--- src/design/sfct_pkg.sv ---
// Package for the sensor frame CRC and temperature decoder.
// Holds frame positions, CRC-8 and scaling constants, and the shared types.
// No dependencies.
package sfct_pkg;

    localparam int TEMP_W  = 15;
    localparam int MILLI_W = 19;

    localparam logic [7:0] CRC_INIT = 8'hFF;
    localparam logic [7:0] CRC_POLY = 8'h31;

    // milli = (21875 * raw >> 13) - 45000
    localparam logic [14:0] SCALE_MUL   = 15'd21875;
    localparam int          SCALE_SHIFT = 13;
    localparam logic signed [MILLI_W-1:0] MILLI_OFFSET = 19'sd45000;

    // rounding divide by 10: (|milli| + 5) * ceil(2^20 / 10) >> 20
    localparam logic [17:0] ROUND_BIAS  = 18'd5;
    localparam logic [16:0] RECIP_MUL   = 17'd104858;
    localparam int          RECIP_SHIFT = 20;

    typedef enum logic [2:0] {
        POS_T_MSB = 3'd0,
        POS_T_LSB = 3'd1,
        POS_T_CRC = 3'd2,
        POS_H_MSB = 3'd3,
        POS_H_LSB = 3'd4,
        POS_H_CRC = 3'd5
    } pos_t;

    typedef struct packed {
        logic signed [MILLI_W-1:0] milli;
        logic                      ok;
    } scaled_t;

    function automatic logic [7:0] crc8_byte(input logic [7:0] crc, input logic [7:0] data);
        logic [7:0] c;
        c = crc ^ data;
        for (int k = 0; k < 8; k++)
        begin
            c = c[7] ? ((c << 1) ^ CRC_POLY) : (c << 1);
        end
        return c;
    endfunction

endpackage

--- src/design/sfct_byte_if.sv ---
// Channel carrying one received sensor byte per word.
// Depends on nothing.
interface sfct_byte_if;
    logic       valid;
    logic       ready;
    logic [7:0] rx_byte;
    logic       frame_start;

    modport source (output valid, output rx_byte, output frame_start, input ready);
    modport sink   (input valid, input rx_byte, input frame_start, output ready);
endinterface

--- src/design/sfct_temp_if.sv ---
// Channel carrying one decoded frame result per word.
// Depends on nothing.
interface sfct_temp_if;
    logic              valid;
    logic              ready;
    logic signed [14:0] temperature_centi;
    logic              crc_ok;

    modport source (output valid, output temperature_centi, output crc_ok, input ready);
    modport sink   (input valid, input temperature_centi, input crc_ok, output ready);
endinterface

--- src/design/sensor_frame_crc_temp_decoder.sv ---
// Top level of the sensor frame CRC and temperature decoder.
// Depends on sfct_pkg, sfct_byte_if, sfct_temp_if, sfct_frame, sfct_scale.
//
// Takes one response byte per word on rx, one per clock when the result side
// keeps up. Bytes 0-1 are the temperature word, byte 2 its CRC-8 (poly 0x31,
// init 0xFF), bytes 3-4 humidity, byte 5 its CRC-8; frame_start forces byte 0.
// After byte 5 one word leaves on result via both stage registers: crc_ok and
// the temperature in 0.01 degC (0 when rejected). The CRC byte update and the
// scaling multiply sit in the frame stage, the divide by ten in the result
// stage; each stage holds one word, so stalls on result back up into rx.
module sensor_frame_crc_temp_decoder (
    input logic         clk,
    input logic         rst_n,
    sfct_byte_if.sink   rx,
    sfct_temp_if.source result
);

    sfct_pkg::scaled_t scaled;
    logic              scaled_valid;
    logic              scaled_ready;

    sfct_frame u_frame (
        .clk          (clk),
        .rst_n        (rst_n),
        .rx           (rx),
        .scaled       (scaled),
        .scaled_valid (scaled_valid),
        .scaled_ready (scaled_ready)
    );

    sfct_scale u_scale (
        .clk          (clk),
        .rst_n        (rst_n),
        .scaled       (scaled),
        .scaled_valid (scaled_valid),
        .scaled_ready (scaled_ready),
        .result       (result)
    );

endmodule

--- src/design/sfct_frame.sv ---
// Frame tracker: byte position, per-word CRC-8, raw temperature capture,
// and the milli-degree scaling register. Depends on sfct_pkg, sfct_byte_if.
module sfct_frame (
    input  logic             clk,
    input  logic             rst_n,
    sfct_byte_if.sink        rx,
    output sfct_pkg::scaled_t scaled,
    output logic             scaled_valid,
    input  logic             scaled_ready
);

    sfct_pkg::pos_t    pos_reg, pos_next, pos_cur;
    logic [7:0]        crc_reg, crc_next;
    logic [15:0]       raw_reg, raw_next;
    logic              first_good_reg, first_good_next;
    sfct_pkg::scaled_t scaled_reg, scaled_next;
    logic              valid_reg, valid_next;
    logic              accept;
    logic [30:0]       prod;
    logic [7:0]        crc_upd, crc_first;

    assign rx.ready = !valid_reg || scaled_ready;
    assign accept   = rx.valid && rx.ready;

    assign pos_cur   = (rx.frame_start || pos_reg > sfct_pkg::POS_H_CRC)
                       ? sfct_pkg::POS_T_MSB : pos_reg;
    assign crc_upd   = sfct_pkg::crc8_byte(crc_reg, rx.rx_byte);
    assign crc_first = sfct_pkg::crc8_byte(sfct_pkg::CRC_INIT, rx.rx_byte);
    assign prod      = 31'(sfct_pkg::SCALE_MUL) * 31'(raw_reg);

    always_comb
    begin
        pos_next        = pos_reg;
        crc_next        = crc_reg;
        raw_next        = raw_reg;
        first_good_next = first_good_reg;
        scaled_next     = scaled_reg;
        valid_next      = valid_reg && !scaled_ready;
        if (accept)
        begin
            unique case (pos_cur)
                sfct_pkg::POS_T_MSB:
                begin
                    crc_next = crc_first;
                    raw_next = {rx.rx_byte, 8'h00};
                    pos_next = sfct_pkg::POS_T_LSB;
                end
                sfct_pkg::POS_T_LSB:
                begin
                    crc_next = crc_upd;
                    raw_next = {raw_reg[15:8], rx.rx_byte};
                    pos_next = sfct_pkg::POS_T_CRC;
                end
                sfct_pkg::POS_T_CRC:
                begin
                    first_good_next = (crc_reg == rx.rx_byte);
                    pos_next        = sfct_pkg::POS_H_MSB;
                end
                sfct_pkg::POS_H_MSB:
                begin
                    crc_next = crc_first;
                    pos_next = sfct_pkg::POS_H_LSB;
                end
                sfct_pkg::POS_H_LSB:
                begin
                    crc_next = crc_upd;
                    pos_next = sfct_pkg::POS_H_CRC;
                end
                sfct_pkg::POS_H_CRC:
                begin
                    scaled_next.ok    = first_good_reg && (crc_reg == rx.rx_byte);
                    scaled_next.milli = $signed({1'b0, prod[30:sfct_pkg::SCALE_SHIFT]})
                                        - sfct_pkg::MILLI_OFFSET;
                    valid_next        = 1'b1;
                    pos_next          = sfct_pkg::POS_T_MSB;
                end
                default:
                begin
                    pos_next = sfct_pkg::POS_T_MSB;
                end
            endcase
        end
    end

    always_ff @(posedge clk or negedge rst_n)
    begin
        if (!rst_n)
        begin
            pos_reg        <= sfct_pkg::POS_T_MSB;
            crc_reg        <= sfct_pkg::CRC_INIT;
            raw_reg        <= '0;
            first_good_reg <= 1'b0;
            valid_reg      <= 1'b0;
        end
        else
        begin
            pos_reg        <= pos_next;
            crc_reg        <= crc_next;
            raw_reg        <= raw_next;
            first_good_reg <= first_good_next;
            valid_reg      <= valid_next;
        end
    end

    always_ff @(posedge clk)
    begin
        scaled_reg <= scaled_next;
    end

    assign scaled       = scaled_reg;
    assign scaled_valid = valid_reg;

`ifndef SYNTHESIS
    a_pos_range: assert property (@(posedge clk) disable iff (!rst_n)
        pos_reg <= sfct_pkg::POS_H_CRC)
        else $error("frame position out of range");

    a_resync: assert property (@(posedge clk) disable iff (!rst_n)
        accept && rx.frame_start |=> pos_reg == sfct_pkg::POS_T_LSB)
        else $error("frame start did not resynchronize position");

    a_scaled_hold: assert property (@(posedge clk) disable iff (!rst_n)
        scaled_valid && !scaled_ready |=> scaled_valid && $stable(scaled))
        else $error("scaled word changed while stalled");
`endif

endmodule

--- src/design/sfct_scale.sv ---
// Rounding divide by ten of the milli-degree value and the result register.
// Depends on sfct_pkg, sfct_temp_if.
module sfct_scale (
    input  logic             clk,
    input  logic             rst_n,
    input  sfct_pkg::scaled_t scaled,
    input  logic             scaled_valid,
    output logic             scaled_ready,
    sfct_temp_if.source      result
);

    logic                             neg;
    logic [17:0]                      mag, rounded;
    logic [34:0]                      prod;
    logic [sfct_pkg::TEMP_W-1:0]      quot;
    logic signed [sfct_pkg::TEMP_W-1:0] temp_reg, temp_next;
    logic                             ok_reg;
    logic                             valid_reg, valid_next;

    assign neg     = scaled.milli[sfct_pkg::MILLI_W-1];
    assign mag     = neg ? 18'(-scaled.milli) : 18'(scaled.milli);
    assign rounded = mag + sfct_pkg::ROUND_BIAS;
    assign prod    = 35'(rounded) * 35'(sfct_pkg::RECIP_MUL);
    assign quot    = prod[sfct_pkg::RECIP_SHIFT +: sfct_pkg::TEMP_W];

    always_comb
    begin
        if (!scaled.ok)
            temp_next = '0;
        else if (neg)
            temp_next = -$signed(quot);
        else
            temp_next = $signed(quot);
    end

    assign scaled_ready = !valid_reg || result.ready;

    always_comb
    begin
        valid_next = valid_reg && !result.ready;
        if (scaled_valid && scaled_ready)
            valid_next = 1'b1;
    end

    always_ff @(posedge clk or negedge rst_n)
    begin
        if (!rst_n)
            valid_reg <= 1'b0;
        else
            valid_reg <= valid_next;
    end

    always_ff @(posedge clk)
    begin
        if (scaled_valid && scaled_ready)
        begin
            temp_reg <= temp_next;
            ok_reg   <= scaled.ok;
        end
    end

    assign result.valid             = valid_reg;
    assign result.temperature_centi = temp_reg;
    assign result.crc_ok            = ok_reg;

`ifndef SYNTHESIS
    a_reject_zero: assert property (@(posedge clk) disable iff (!rst_n)
        result.valid && !result.crc_ok |-> result.temperature_centi == '0)
        else $error("rejected frame with nonzero temperature");

    a_temp_range: assert property (@(posedge clk) disable iff (!rst_n)
        result.valid && result.crc_ok |->
            (result.temperature_centi >= -15'sd4500 && result.temperature_centi <= 15'sd13000))
        else $error("temperature out of range");

    a_result_hold: assert property (@(posedge clk) disable iff (!rst_n)
        result.valid && !result.ready |=>
            result.valid && $stable(result.temperature_centi) && $stable(result.crc_ok))
        else $error("result word changed while stalled");
`endif

endmodule
--- src/flat_wrapper.sv ---
// flat-port wrapper written by rule: the top's interface ports become plain ports
module sensor_frame_crc_temp_decoder_flat 
  (clk, rst_n, rx_valid, rx_rx_byte, rx_frame_start, rx_ready, result_valid, result_temperature_centi, result_crc_ok, result_ready);
  sfct_byte_if rx_i ();
  sfct_temp_if result_i ();
  input logic clk;
  input logic rst_n;
  input wire logic [$bits(rx_i.valid)-1:0] rx_valid;
  input wire logic [$bits(rx_i.rx_byte)-1:0] rx_rx_byte;
  input wire logic [$bits(rx_i.frame_start)-1:0] rx_frame_start;
  output wire logic [$bits(rx_i.ready)-1:0] rx_ready;
  output wire logic [$bits(result_i.valid)-1:0] result_valid;
  output wire logic [$bits(result_i.temperature_centi)-1:0] result_temperature_centi;
  output wire logic [$bits(result_i.crc_ok)-1:0] result_crc_ok;
  input wire logic [$bits(result_i.ready)-1:0] result_ready;
  assign rx_i.valid = rx_valid;
  assign rx_i.rx_byte = rx_rx_byte;
  assign rx_i.frame_start = rx_frame_start;
  assign rx_ready = rx_i.ready;
  assign result_valid = result_i.valid;
  assign result_temperature_centi = result_i.temperature_centi;
  assign result_crc_ok = result_i.crc_ok;
  assign result_i.ready = result_ready;
  sensor_frame_crc_temp_decoder u_core (.clk(clk), .rst_n(rst_n), .rx(rx_i), .result(result_i));
endmodule
--- config.mk ---
export PLATFORM = sky130hd
export DESIGN_NAME = sensor_frame_crc_temp_decoder_flat
export DESIGN_NICKNAME = d
export VERILOG_FILES = /design/src/design/sfct_pkg.sv /design/src/design/sfct_byte_if.sv /design/src/design/sfct_temp_if.sv /design/src/design/sensor_frame_crc_temp_decoder.sv /design/src/design/sfct_frame.sv /design/src/design/sfct_scale.sv /design/src/flat_wrapper.sv
export SDC_FILE = /design/constraint.sdc
export NUM_CORES = 1
export LEC_CHECK = 0
export ABC_AREA = 1
export BUFFER_PORTS_ARGS = -buffer_cell sky130_fd_sc_hd__buf_2
export CAP_MARGIN = 15
export CORE_MARGIN = 5
export CORE_UTILIZATION = 55
export CTS_CLUSTER_DIAMETER = 80
export DETAILED_ROUTE_END_ITERATION = 6
export PLACE_DENSITY = 0.72
export SYNTH_ARGS = -nofsm -noshare
export SYNTH_HDL_FRONTEND = slang
export SYNTH_SLANG_ARGS = --single-unit
--- constraint.sdc ---
create_clock -name clk -period 8.7 [get_ports clk]
set_input_delay 0.435 -clock clk [delete_from_list [all_inputs] [get_ports clk]]
set_output_delay 0.435 -clock clk [all_outputs]
set_load 0.01 [all_outputs]
# [Yosys cells after proc, flatten, opt, wreduce, memory -nomap -nowiden]
# Index checks and enable logic that the tools add are counted.
# W data, S select, Z words.
[totals] ff_bits=66 latchBits=0 ramBits=0 rom_bits=0 in_bits=13 output_inout_bits=18 word_cells=90 mem_count=0
[classes] addsub=4 multipliers=2 n_div=0 magnitude_cmp=1 eq_ne=6 n_shift=0 n_mux=25 n_bitwise=19 reduce_logical=22
[op_table] operator="$mux W6" n=16
[op_table] operator="$not A3 Y3" n=16
[op_table] operator="$mul A18 B16 Y34 const B" n=1
[op_table] operator="$pmux W16 S2" n=1
[op_table] operator="$mul A15 B16 Y31 const A" n=1
[op_table] operator="$sub A18 B16 Y19 const B" n=1
[op_table] operator="$add A18 B3 Y18 const B" n=1
[op_table] operator="$mux W18" n=1
[op_table] operator="$neg A18 Y18" n=1
[op_table] operator="$pmux W8 S2" n=1
[op_table] operator="$mux W15" n=1
[op_table] operator="$neg A15 Y15" n=1
[op_table] operator="$pmux W3 S5" n=1
[op_table] operator="$eq A8 B8 Y1" n=1
[op_table] operator="$not A8 Y8" n=1
[op_table] operator="$reduce_and A2 Y1" n=4
[op_table] operator="$xor A8 B8 Y8" n=1
[op_table] operator="$eq A3 B2 Y1 const B" n=2
[op_table] operator="$eq A3 B3 Y1 const B" n=2
[op_table] operator="$logic_and A1 B1 Y1" n=5
[op_table] operator="$logic_not A1 Y1" n=4
[op_table] operator="$reduce_bool A2 Y1" n=2
[op_table] operator="$reduce_or A2 Y1" n=2
[op_table] operator="$eq A3 B1 Y1 const B" n=1
[op_table] operator="7 further kinds" n=11

# [Longest topological paths before layout]
# Gate-level depths: netlist (run 1).
[logic_depth] ltp_word=18 ltp_mapped=47 mapped_depth_nobuf=47

# [Modules after synthesis]
# Synthesis (run 1) repeated with hierarchy kept, for this count alone.
[hier_totals] hier_cells=2212 hier_area_um2=16404.5
[modules_own_cells] mod="sfct_frame" n_inst=1 cells_per_inst=1064 area_per_inst_um2=8277.9 seq_area_each_um2=1336.3
[modules_own_cells] mod="sfct_scale" n_inst=1 cells_per_inst=1148 area_per_inst_um2=8126.5 seq_area_each_um2=505.5

# [Least setup slack after synthesis (run 1)]
# No wires, ideal clock.
[synth_timing] kind="register to register" from="reg u_core.u_frame.scaled_reg, in the netlist u_core.u_frame.scaled[1]" to="reg u_core.u_scale.temp_reg, in the netlist u_core.u_scale.result.temperature_centi[8] (data pin)" setup_ns=0.253 arrival_time_ns=6.722 t_required_ns=8.447 setup_slack_ns=1.725 path_stages_with_launch=40 path_buffers=0 synth_period_minus_slack_ns=6.975 cell_sequence="edfxtp_1 inv_2 ha_1 nand2_1 o21a_1 inv_1 ha_1 or2_1 nand2_2 nor2_2 nand4_1 nor2_2 nand2_1 nand2_1 nand2_1 inv_2 ha_1 inv_1 [4 not listed] fa_1 inv_1 fa_1 inv_1 ha_1 nand2_2 nor2_2 and2_2 nand3_2 nand3_2 xor2_4 nand2_2 nor2_1 nand2_1 o21ai_2 nand2_1 nand2_1 nor2_1"
[synth_via] elab_chain_len=6
[synth_rtl] item="start: declaration" line="sfct_frame.sv:16" source="sfct_pkg::scaled_t scaled_reg, scaled_next;"
[synth_rtl] item="start signal: assignment" line="sfct_frame.sv:107" source="scaled_reg <= scaled_next;"
[synth_rtl] item="$neg A18 Y18" line="sfct_scale.sv:21" source="assign mag = neg ? 18'(-scaled.milli) : 18'(scaled.milli);"
[synth_rtl] item="$mux W18 *" line="sfct_scale.sv:21"
[synth_rtl] item="$add A18 B3 Y18 *" line="sfct_scale.sv:22" source="assign rounded = mag + sfct_pkg::ROUND_BIAS;"
[synth_rtl] item="$mul A18 B16 Y34 *" line="sfct_scale.sv:23" source="assign prod = 35'(rounded) * 35'(sfct_pkg::RECIP_MUL);"
[synth_rtl] item="$neg A15 Y15" line="sfct_scale.sv:31" source="temp_next = -$signed(quot);"
[synth_rtl] item="$mux W15 *" line="sfct_scale.sv:30" source="else if (neg)"
[synth_rtl] item="end signal: assignment" line="sfct_scale.sv:57" source="temp_reg <= temp_next;"
[synth_rtl] item="end: declaration" line="sfct_scale.sv:16" source="logic signed [sfct_pkg::TEMP_W-1:0] temp_reg, temp_next;"
# Every way passes the cells marked *; elsewhere a longest branch is shown, timed or not.
# A chain may end at the register's enable or synchronous reset.

# [Final worst setup path (run 1)]
[layout_timing] from="reg u_core.u_frame.scaled_reg, in the netlist u_core.u_frame.scaled[1]" to="reg u_core.u_scale.temp_reg, in the netlist u_core.u_scale.result.temperature_centi[10] (data pin)"
# Same word-level chain as after synthesis.

==> flow_metrics.env, run 1 <==
export IMPL_run_status="completed"
export IMPL_worst_path_largest_cell_delay_ns=0.55
export IMPL_clock_sink_count=66
export IMPL_drv_cap=0
export IMPL_path_class="reg -> reg"
export IMPL_synth_sequential_area_ratio_pct=11.8
export IMPL_finalNetCount=2507
export IMPL_design_portCount=31
export IMPL_post_route_drc_count=0
export IMPL_synthMostInstantiatedCell="sky130_fd_sc_hd__inv_1"
export IMPL_setup_failing_eps_final=0
export IMPL_largest_reg_flops=20
export IMPL_layout_min_cycle_time_ns=8.09
export IMPL_grt_start_max_net_pins=31
export IMPL_worst_endpoint_arrival_ns=8.19
export IMPL_path_clk_slew_ns=0.07
export IMPL_start_util_pct=56.1
export IMPL_cts_hold_fix_buffers=0
export IMPL_cts_root_to_sink_buffers=2
export IMPL_cts_tree="built"
export IMPL_cell_area_after_synthesis_mm2=0.0157
export IMPL_timing_critical_path_fanout_max=8
export IMPL_timing_critical_path_slowest_stage_cell="sky130_fd_sc_hd__xor2_1"
export IMPL_netlist_top_cell_by_area="sky130_fd_sc_hd__fa_1"
export IMPL_edff_count_synth=36
export IMPL_timing_hold_worst_class="in -> async"
export IMPL_synthTopCellsByCount="495 x sky130_fd_sc_hd__inv_1, 410 x sky130_fd_sc_hd__nand2_1, 272 x sky130_fd_sc_hd__ha_1"
export IMPL_worst_setup_path_start_kind="register"
export IMPL_max_slew_violation_total_from_the_final_report=0
export IMPL_setup_worst_path_end="u_core.u_scale.result.temperature_centi[10]$_SDFFCE_PN0P_"
export IMPL_maxSlewHeadroom_pct=29.6
export IMPL_crit_buf_inv=6
export IMPL_routed_wirelength_um=37100
export IMPL_rr_worst_depth=37
export IMPL_crit_reg2reg_launch="u_core.u_frame.scaled[1]$_DFFE_PP_"
export IMPL_layout_worst_path_cycle_share_pct=93.0
export IMPL_antenna_violating_nets_post_route=0
export IMPL_async_reset_ff_share_pct=45.5
export IMPL_crit_cells=37
export IMPL_worst_ep_required_time_ns=8.80
export IMPL_cts_repair_resized=0
export IMPL_endpoint_kind="register"
export IMPL_synthesis_instances=2010
export IMPL_place_area_mm2=0.0163
export IMPL_mappedNetlistNets=2469
export IMPL_yosysTopAreaCellShare_pct=22.2
export IMPL_place_hpwl_um=33000
export IMPL_postSynthRegisterBits=66
export IMPL_ctsHtreeMaxLevel=3
export IMPL_placement_setup_worst_slack_ns=0.604
export IMPL_finalClockSkew_ns=0.0115
export IMPL_cts_made_buffers=9
export IMPL_n_antenna_cell=0
export IMPL_finalInstanceArea_mm2=0.0166
export IMPL_cts_repair_timing_setup_buffer_count=0
export IMPL_wire_length_of_the_first_global_routing_pass_um=63300
export IMPL_finalSetupTns_ns=0
export IMPL_antenna_found_initial=0
export IMPL_syn_mean_instance_area_um2=7.79
export IMPL_yosysWarnings=0
export IMPL_finalWeightedCongestion=0.977
export IMPL_die_height_um=179
export IMPL_most_numerous_cell_on_the_critical_path="sky130_fd_sc_hd__nand2_1"
export IMPL_num_vias=12700
export IMPL_vias_per_cell=5.22
export IMPL_die_width_um=179
export IMPL_core_region_area_mm2=0.0279
export IMPL_synth_flop_cell="sky130_fd_sc_hd__edfxtp_1"
export IMPL_layout_drive_gt1_share_pct=7.40
export IMPL_buffer_ports_inserted=30
export IMPL_grt_setup_unrepaired="false"
export IMPL_grt_total_usage_pct=24.6
export IMPL_row_count=61
export IMPL_ys_types=51
export IMPL_grt_overflow=0
export IMPL_layoutNonFillerInstCount=2431
export IMPL_die_area_mm2=0.0319
export IMPL_ff2ff_setup_slack_ns=0.61
export IMPL_avgRoutedWirePerCell_um=15.3
export IMPL_worst_max_slew_pin_slew_ns=1.05
export IMPL_finalHoldViolations=0
export IMPL_iteration_count_of_the_initial_detailed_routing_pass=5
export IMPL_post_route_worst_setup_slack_ns=0.606
export IMPL_worst_skew_pair_later_pin_latency_ns=0.34
export IMPL_detail_route_iter0_violations=676
export IMPL_clock_tree_root_cell="sky130_fd_sc_hd__clkbuf_16"
export IMPL_ys_top_cells_by_area="sky130_fd_sc_hd__fa_1 22%, sky130_fd_sc_hd__ha_1 22%, sky130_fd_sc_hd__inv_1 12%, sky130_fd_sc_hd__nand2_1 9.8%, sky130_fd_sc_hd__edfxtp_1 6.9%"
export IMPL_first_global_vias=12900
export IMPL_area_growth_syn_to_layout_pct=5.91
export IMPL_fmax_mhz=124
export IMPL_start_point_of_the_critical_path="u_core.u_frame.scaled[1]$_DFFE_PP_"
export IMPL_crit_family="adder cells"
export IMPL_placed_cells=2415
export IMPL_timing_rr_end="u_core.u_scale.result.temperature_centi[10]$_SDFFCE_PN0P_"
==> placed cells by master (no fill, tap or decap), types with 6 or more instances in the layout <==
cell,count
sky130_fd_sc_hd__inv_1,495
sky130_fd_sc_hd__nand2_1,410
sky130_fd_sc_hd__ha_1,272
sky130_fd_sc_hd__fa_1,174
sky130_fd_sc_hd__nor2_1,122
sky130_fd_sc_hd__nand3_1,83
sky130_fd_sc_hd__a21oi_1,74
sky130_fd_sc_hd__o21ai_0,43
sky130_fd_sc_hd__xor2_1,38
sky130_fd_sc_hd__xnor2_1,37
sky130_fd_sc_hd__edfxtp_1,36
sky130_fd_sc_hd__buf_2,30
sky130_fd_sc_hd__nand2_2,24
sky130_fd_sc_hd__dfrtp_1,22
sky130_fd_sc_hd__nor2_2,21
sky130_fd_sc_hd__nor3_1,20
sky130_fd_sc_hd__nand4_1,17
sky130_fd_sc_hd__inv_2,12
sky130_fd_sc_hd__nand3_2,10
sky130_fd_sc_hd__nand3b_1,9
sky130_fd_sc_hd__clkbuf_16,9
sky130_fd_sc_hd__xor2_2,8
sky130_fd_sc_hd__o21a_1,8
sky130_fd_sc_hd__a21o_1,8
sky130_fd_sc_hd__dfstp_2,8
sky130_fd_sc_hd__o21ai_1,7
sky130_fd_sc_hd__o21bai_1,6
==> metrics by stage <==
| step | utilization, % | hold slack (ns) |
|---|---|---|
| finish | 59.4 | 0.121 |
| global placement | 58.3 | 0.452 |
| detailed placement | 58.3 | 0.472 |
| global route | 59.4 | 0.161 |
| floorplan | - | 0.139 |
| CTS | 59.4 | 0.138 |
==> worst min path at each step <==
stage	start	to	slack, ns	cells after the start
after global routing	rst_n	u_core.u_frame.raw_reg[8]$_DFFE_PN0P_	0.16	1
after CTS	rst_n	u_core.u_frame.scaled_valid$_DFF_PN0_	0.14	1
final	rst_n	u_core.u_frame.raw_reg[7]$_DFFE_PN0P_	0.12	1
after global placement	u_core.u_frame.scaled_valid$_DFF_PN0_	u_core.u_scale.result.valid$_DFF_PN0_	0.45	2
after detailed placement	u_core.u_frame.scaled_valid$_DFF_PN0_	u_core.u_scale.result.valid$_DFF_PN0_	0.47	2
after floorplan	rst_n	u_core.u_frame.first_good_reg$_DFFE_PN0P_	0.14	0
==> logic make-up after synthesis <==
| family | Yosys count | synth area share [%] |
|---|---|---|
| simple gates | 738 | 20.8 |
| buf+inv | 515 | 12.4 |
| fa+ha+maj | 446 | 44.0 |
| compound gates | 160 | 5.74 |
| xor+xnor | 85 | 5.30 |
| flops | 66 | 11.8 |
==> worst register-to-register path, delay by kind of cell (launching register included) <==
family                   cells  cell delay, ns
adder cells (fa/ha/maj)     10            3.71
AND/OR/NAND/NOR             17            2.09
AO/OA/AOI/OAI                3            0.63
XOR/XNOR                     1            0.55
buffers and inverters        6            0.45
flip-flops                   1            0.44
==> area by class of cell <==
class / instances / area, µm²
multi-input combinational: 1429 / 11900
clock inverter: 7 / 82.6
clock buffer: 9 / 225
sequential: 66 / 1840
timing repair buffer: 34 / 180
tap: 378 / 473
fill: 2617 / 11300
inverter: 508 / 1910
==> metal layers <==
layer	up-vias	GRT usage (%)	wire, µm
met4	0	7.77	1180
met3	75	1.90	1410
met5	-	0	0
met1	6025	32.1	15900
met2	301	43.7	18600
li1	6278	-	-
Power of run 1 is left out: the tool's default activity adds up to more than one toggle a clock period on the data nets, which glitch-free logic cannot reach.
==> run 2: changes to the inputs <==
Settings changed: PLACE_DENSITY 0.72 to 0.71.
==> run 2 against run 1 <==
Cell count about the same. Clock-buffer cell count up 2. Worst hold slack better by 0.0076 ns. Critical path type unchanged. Critical endpoint is now u_core.u_scale.result.temperature_centi[8]$_SDFFCE_PN0P_. Highest routed layer unchanged.
==> flow_metrics.env, run 2 (synthesis results as in run 1) <==
export IMPL_vias_per_cell=5.19
export IMPL_most_common_cell_after_layout_fill_and_taps_aside="sky130_fd_sc_hd__inv_1"
export IMPL_layout_drive_gt1_share_pct=7.49
export IMPL_finalSetupTns_ns=0
export IMPL_grt_total_usage_pct=24.8
export IMPL_place_hpwl_um=33300
export IMPL_layout_min_cycle_time_ns=8.11
export IMPL_cts_root_to_sink_buffers=2
export IMPL_post_route_drc_count=0
export IMPL_antenna_violating_nets_post_route=0
export IMPL_grt_setup_unrepaired="false"
export IMPL_num_vias=12600
export IMPL_worst_path_largest_cell_delay_ns=0.57
export IMPL_iteration_count_of_the_initial_detailed_routing_pass=7
export IMPL_fmax_mhz=123
export IMPL_ctsHtreeMaxLevel=3
export IMPL_rr_worst_depth=34
export IMPL_grt_start_max_net_pins=31
export IMPL_final_core_utilization_pct=59.4
export IMPL_worst_skew_pair_later_pin_latency_ns=0.34
export IMPL_layout_worst_path_cycle_share_pct=93.2
export IMPL_path_clk_slew_ns=0.07
export IMPL_setup_failing_eps_final=0
export IMPL_cts_repair_timing_setup_buffer_count=0
export IMPL_core_region_area_mm2=0.0279
export IMPL_wire_length_of_the_first_global_routing_pass_um=63400
export IMPL_die_area_mm2=0.0319
export IMPL_cts_tree="built"
export IMPL_worst_endpoint_arrival_ns=8.20
export IMPL_detail_route_iter0_violations=698
export IMPL_finalNetCount=2509
export IMPL_finalClockSkew_ns=0.0175
export IMPL_worst_max_slew_pin_slew_ns=1.01
export IMPL_finalWeightedCongestion=0.946
export IMPL_die_height_um=179
export IMPL_antenna_found_initial=0
export IMPL_endpoint_kind="register"
export IMPL_design_portCount=31
export IMPL_row_count=61
export IMPL_first_global_vias=13200
export IMPL_clock_sink_count=66
export IMPL_timing_critical_path_fanout_max=8
export IMPL_clock_tree_root_cell="sky130_fd_sc_hd__clkbuf_16"
export IMPL_worst_ep_required_time_ns=8.79
export IMPL_drv_cap=0
export IMPL_buffer_ports_inserted=30
export IMPL_n_antenna_cell=0
export IMPL_cts_repair_resized=0
export IMPL_worst_setup_path_start_kind="register"
export IMPL_max_slew_violation_total_from_the_final_report=0
export IMPL_grt_overflow=0
export IMPL_die_width_um=179
export IMPL_avgRoutedWirePerCell_um=15.4
export IMPL_cts_made_buffers=9
export IMPL_maxSlewHeadroom_pct=32.3
export IMPL_timing_critical_path_slowest_stage_cell="sky130_fd_sc_hd__fa_1"
export IMPL_timing_hold_worst_class="in -> async"
export IMPL_mostFrequentLayoutCells="495 x sky130_fd_sc_hd__inv_1, 410 x sky130_fd_sc_hd__nand2_1, 272 x sky130_fd_sc_hd__ha_1"
export IMPL_most_numerous_cell_on_the_critical_path="sky130_fd_sc_hd__nand2_1"
export IMPL_area_growth_syn_to_layout_pct=5.99
export IMPL_path_class="reg -> reg"
export IMPL_largest_reg_flops=20
export IMPL_cts_hold_fix_buffers=0
export IMPL_routed_wirelength_um=37500
export IMPL_finalHoldViolations=0
export IMPL_start_util_pct=56.1
export IMPL_run_status="completed"
## run 2: cell types whose count changed in the layout (fill, tap and decap cells not counted), sizes merged
cell | previous run | this run
buf | 34 | 36
clkbuf | 9 | 11
bufinv | 1 | 0
inv | 512 | 510
clkinv | 2 | 3
## run 2: final cells by class
| type | instances | area (µm²) |
|---|---|---|
| flip-flops and latches | 66 | 1840 |
| clock inverters | 5 | 41.3 |
| well taps | 378 | 473 |
| repair buffers | 36 | 195 |
| multi-input cells | 1429 | 11900 |
| inverters | 508 | 1910 |
| fillers | 2627 | 11300 |
| clock buffers | 11 | 264 |
## run 2: final timing paths
kind / slack (ns) / to / start
max: 0.59 / u_core.u_scale.result.temperature_centi[8]$_SDFFCE_PN0P_ / u_core.u_frame.scaled[1]$_DFFE_PP_
min: 0.13 / u_core.u_frame.raw_reg[11]$_DFFE_PN0P_ / rst_n
max reg2reg: 0.59 / u_core.u_scale.result.temperature_centi[8]$_SDFFCE_PN0P_ / u_core.u_frame.scaled[1]$_DFFE_PP_
min reg2reg: 0.48 / u_core.u_frame.crc_reg[6]$_DFFE_PN1P_ / u_core.u_frame.crc_reg[6]$_DFFE_PN1P_
max in group asynchronous: 8.12 / u_core.u_scale.result.valid$_DFF_PN0_ / rst_n
min in group clk: 0.36 / u_core.u_scale.result.valid$_DFF_PN0_ / result_ready
## run 2: per-stage QoR
| stage | hold WS [ns] | cell area [µm²] | instances | worst slack [ns] |
|---|---|---|---|---|
| global route | 0.178 | 16600 | 2433 | 0.0366 |
| finish | 0.128 | 16600 | 2433 | 0.590 |
| global placement | 0.465 | 16300 | 2413 | 0.628 |
| CTS | 0.146 | 16600 | 2429 | 0.520 |
| detailed placement | 0.467 | 16300 | 2413 | 0.521 |
| floorplan | 0.139 | 15700 | 2010 | 1.73 |
## run 2: critical path: cells and delay by family (launching register included)
family	cells	cell delay (ns)
and+or+nand+nor	15	1.77
AOI/OAI and AO/OA	3	0.91
xor gates and xnor gates	1	0.19
adders and majority gates	9	3.76
buffers and inverters	6	0.77
DFF	1	0.47
## run 2: layer usage
layer,wire length [µm],global-route usage (%)
met1,15800,30.3
met2,19100,45.7
met3,1190,1.92
met4,1450,9.21
met5,0,0
Power of run 2 is left out for the same reason.
==> run 3: changes to the inputs <==
Settings changed: CORE_ASPECT_RATIO set to 1.1.
==> run 3 against run 2 <==
Core utilization is 0.10 points lower. Worst hold slack worse by 0.010 ns. Critical path depth stayed put. Clock skew is 0.0075 ns lower. Sequential share of layout area hardly changed. Clock-buffer cell count is 1 lower. Global-route usage is 0.48 points lower. Die area hardly changed. Cell count is 0.62% lower.
==> flow_metrics.env, run 3 (synthesis results as in run 1) <==
export IMPL_most_common_cell_after_layout_fill_and_taps_aside="sky130_fd_sc_hd__inv_1"
export IMPL_timing_rr_end="u_core.u_scale.result.temperature_centi[8]$_SDFFCE_PN0P_"
export IMPL_drv_cap=0
export IMPL_crit_reg2reg_launch="u_core.u_frame.scaled[1]$_DFFE_PP_"
export IMPL_worst_setup_path_start_kind="register"
export IMPL_largest_reg_flops=20
export IMPL_layout_drive_gt1_share_pct=7.45
export IMPL_worst_max_slew_pin_slew_ns=1.01
export IMPL_ff2ff_setup_slack_ns=0.64
export IMPL_max_slew_violation_total_from_the_final_report=0
export IMPL_die_area_mm2=0.0320
export IMPL_timing_hold_worst_class="in -> async"
export IMPL_setup_failing_eps_final=0
export IMPL_finalWeightedCongestion=0.964
export IMPL_row_count=64
export IMPL_path_clk_slew_ns=0.06
export IMPL_post_route_drc_count=0
export IMPL_worst_skew_pair_later_pin_latency_ns=0.35
export IMPL_finalClockSkew_ns=0.0101
export IMPL_filler_cell_count=2556
export IMPL_grt_setup_unrepaired="false"
export IMPL_start_point_of_the_critical_path="u_core.u_frame.scaled[1]$_DFFE_PP_"
export IMPL_layout_worst_path_cycle_share_pct=92.6
export IMPL_grt_total_usage_pct=24.3
export IMPL_rr_worst_depth=34
export IMPL_n_antenna_cell=0
export IMPL_path_class="reg -> reg"
export IMPL_layout_min_cycle_time_ns=8.06
export IMPL_layoutNonFillerInstCount=2418
export IMPL_run_status="completed"
export IMPL_fmax_mhz=124
export IMPL_die_width_um=171
export IMPL_place_hpwl_um=33100
export IMPL_grt_overflow=0
export IMPL_cts_tree="built"
export IMPL_antenna_violating_nets_post_route=0
export IMPL_grt_start_max_net_pins=31
export IMPL_seqCellArea_mm2=0.00184
export IMPL_multi_input_area_mm2=0.0119
export IMPL_endpoint_kind="register"
export IMPL_num_vias=12600
export IMPL_clock_sink_count=66
export IMPL_timing_critical_path_fanout_max=8
export IMPL_mostFrequentLayoutCells="495 x sky130_fd_sc_hd__inv_1, 410 x sky130_fd_sc_hd__nand2_1, 272 x sky130_fd_sc_hd__ha_1"
export IMPL_wire_length_of_the_first_global_routing_pass_um=62900
export IMPL_worst_ep_required_time_ns=8.81
export IMPL_placed_cells=2399
export IMPL_worst_endpoint_arrival_ns=8.17
export IMPL_finalSetupTns_ns=0
export IMPL_iteration_count_of_the_initial_detailed_routing_pass=5
export IMPL_worst_path_largest_cell_delay_ns=0.56
export IMPL_die_height_um=187
export IMPL_first_global_vias=13300
export IMPL_avgRoutedWirePerCell_um=15.4
export IMPL_ctsHtreeMaxLevel=3
export IMPL_vias_per_cell=5.23
export IMPL_cts_root_to_sink_buffers=2
export IMPL_maxSlewHeadroom_pct=32.6
export IMPL_core_region_area_mm2=0.0279
export IMPL_finalNetCount=2509
export IMPL_timing_critical_path_slowest_stage_cell="sky130_fd_sc_hd__fa_1"
export IMPL_cts_made_buffers=9
export IMPL_most_numerous_cell_on_the_critical_path="sky130_fd_sc_hd__nand2_1"
export IMPL_design_portCount=31
export IMPL_detail_route_iter0_violations=719
export IMPL_routed_wirelength_um=37200
export IMPL_buffer_ports_inserted=30
export IMPL_area_growth_syn_to_layout_pct=5.86
export IMPL_antenna_found_initial=0
export IMPL_clock_tree_root_cell="sky130_fd_sc_hd__clkbuf_16"
export IMPL_start_util_pct=56.0
export IMPL_finalHoldViolations=0
==> run 3: timing repair <==
| item | CTS | global route |
|---|---|---|
| hold endpoints to repair | 0 | 0 |
| endpoints found under the setup margin | 0 | 1 |
| hold buffers | 0 | 0 |
| gates resized for setup | 0 | 0 |
| buffers inserted | 0 | 3 |
==> run 3: worst max-delay path by stage <==
stage	slack, ns	endpoint	cells past startpoint
after global routing	0.02	u_core.u_scale.result.temperature_centi[8]$_SDFFCE_PN0P_	38
after detailed placement	0.63	u_core.u_scale.result.temperature_centi[8]$_SDFFCE_PN0P_	35
after CTS	0.59	u_core.u_scale.result.temperature_centi[4]$_SDFFCE_PN0P_	32
after floorplan	1.73	u_core.u_scale.result.temperature_centi[8]$_SDFFCE_PN0P_	39
after global placement	0.80	u_core.u_scale.result.temperature_centi[8]$_SDFFCE_PN0P_	35
final	0.64	u_core.u_scale.result.temperature_centi[8]$_SDFFCE_PN0P_	34
==> run 3: final cells by class <==
| cell class | instances | area share (%) |
|---|---|---|
| repair buffers | 36 | 1.18 |
| well taps | 363 | 2.74 |
| multi-input cells | 1429 | 71.6 |
| clock buffers | 10 | 1.44 |
| flip-flops and latches | 66 | 11.1 |
| inverters | 508 | 11.5 |
| clock inverters | 6 | 0.385 |
==> run 3: through the flow <==
step / setup WS (ns) / hold slack, ns / instance area, µm² / util [%]
3_3_place_gp: 0.803 / 0.466 / 16300 / 58.2
4_1_cts: 0.589 / 0.129 / 16600 / 59.2
2_1_floorplan: 1.73 / 0.139 / 15700 / -
5_1_grt: 0.0221 / 0.163 / 16600 / 59.3
6_report: 0.640 / 0.118 / 16600 / 59.3
3_5_place_dp: 0.627 / 0.469 / 16300 / 58.2
==> run 3: critical path, delay by kind of cell (launching register included) <==
| family | cells | cell delay [ns] |
|---|---|---|
| xor gates and xnor gates | 1 | 0.20 |
| buffers and inverters | 6 | 0.75 |
| and+or+nand+nor | 15 | 1.71 |
| AOI/OAI and AO/OA | 3 | 0.92 |
| DFF | 1 | 0.46 |
| adders and majority gates | 9 | 3.79 |
==> run 3: per-layer routing <==
layer | GRT usage (%) | up-vias | routed length (µm)
met4 | 9.84 | 0 | 1560
met3 | 2.58 | 97 | 1240
met5 | 0 | - | 0
met1 | 29.1 | 6005 | 15300
met2 | 44.3 | 251 | 19100
li1 | - | 6288 | -
Power of run 3 is left out for the same reason.
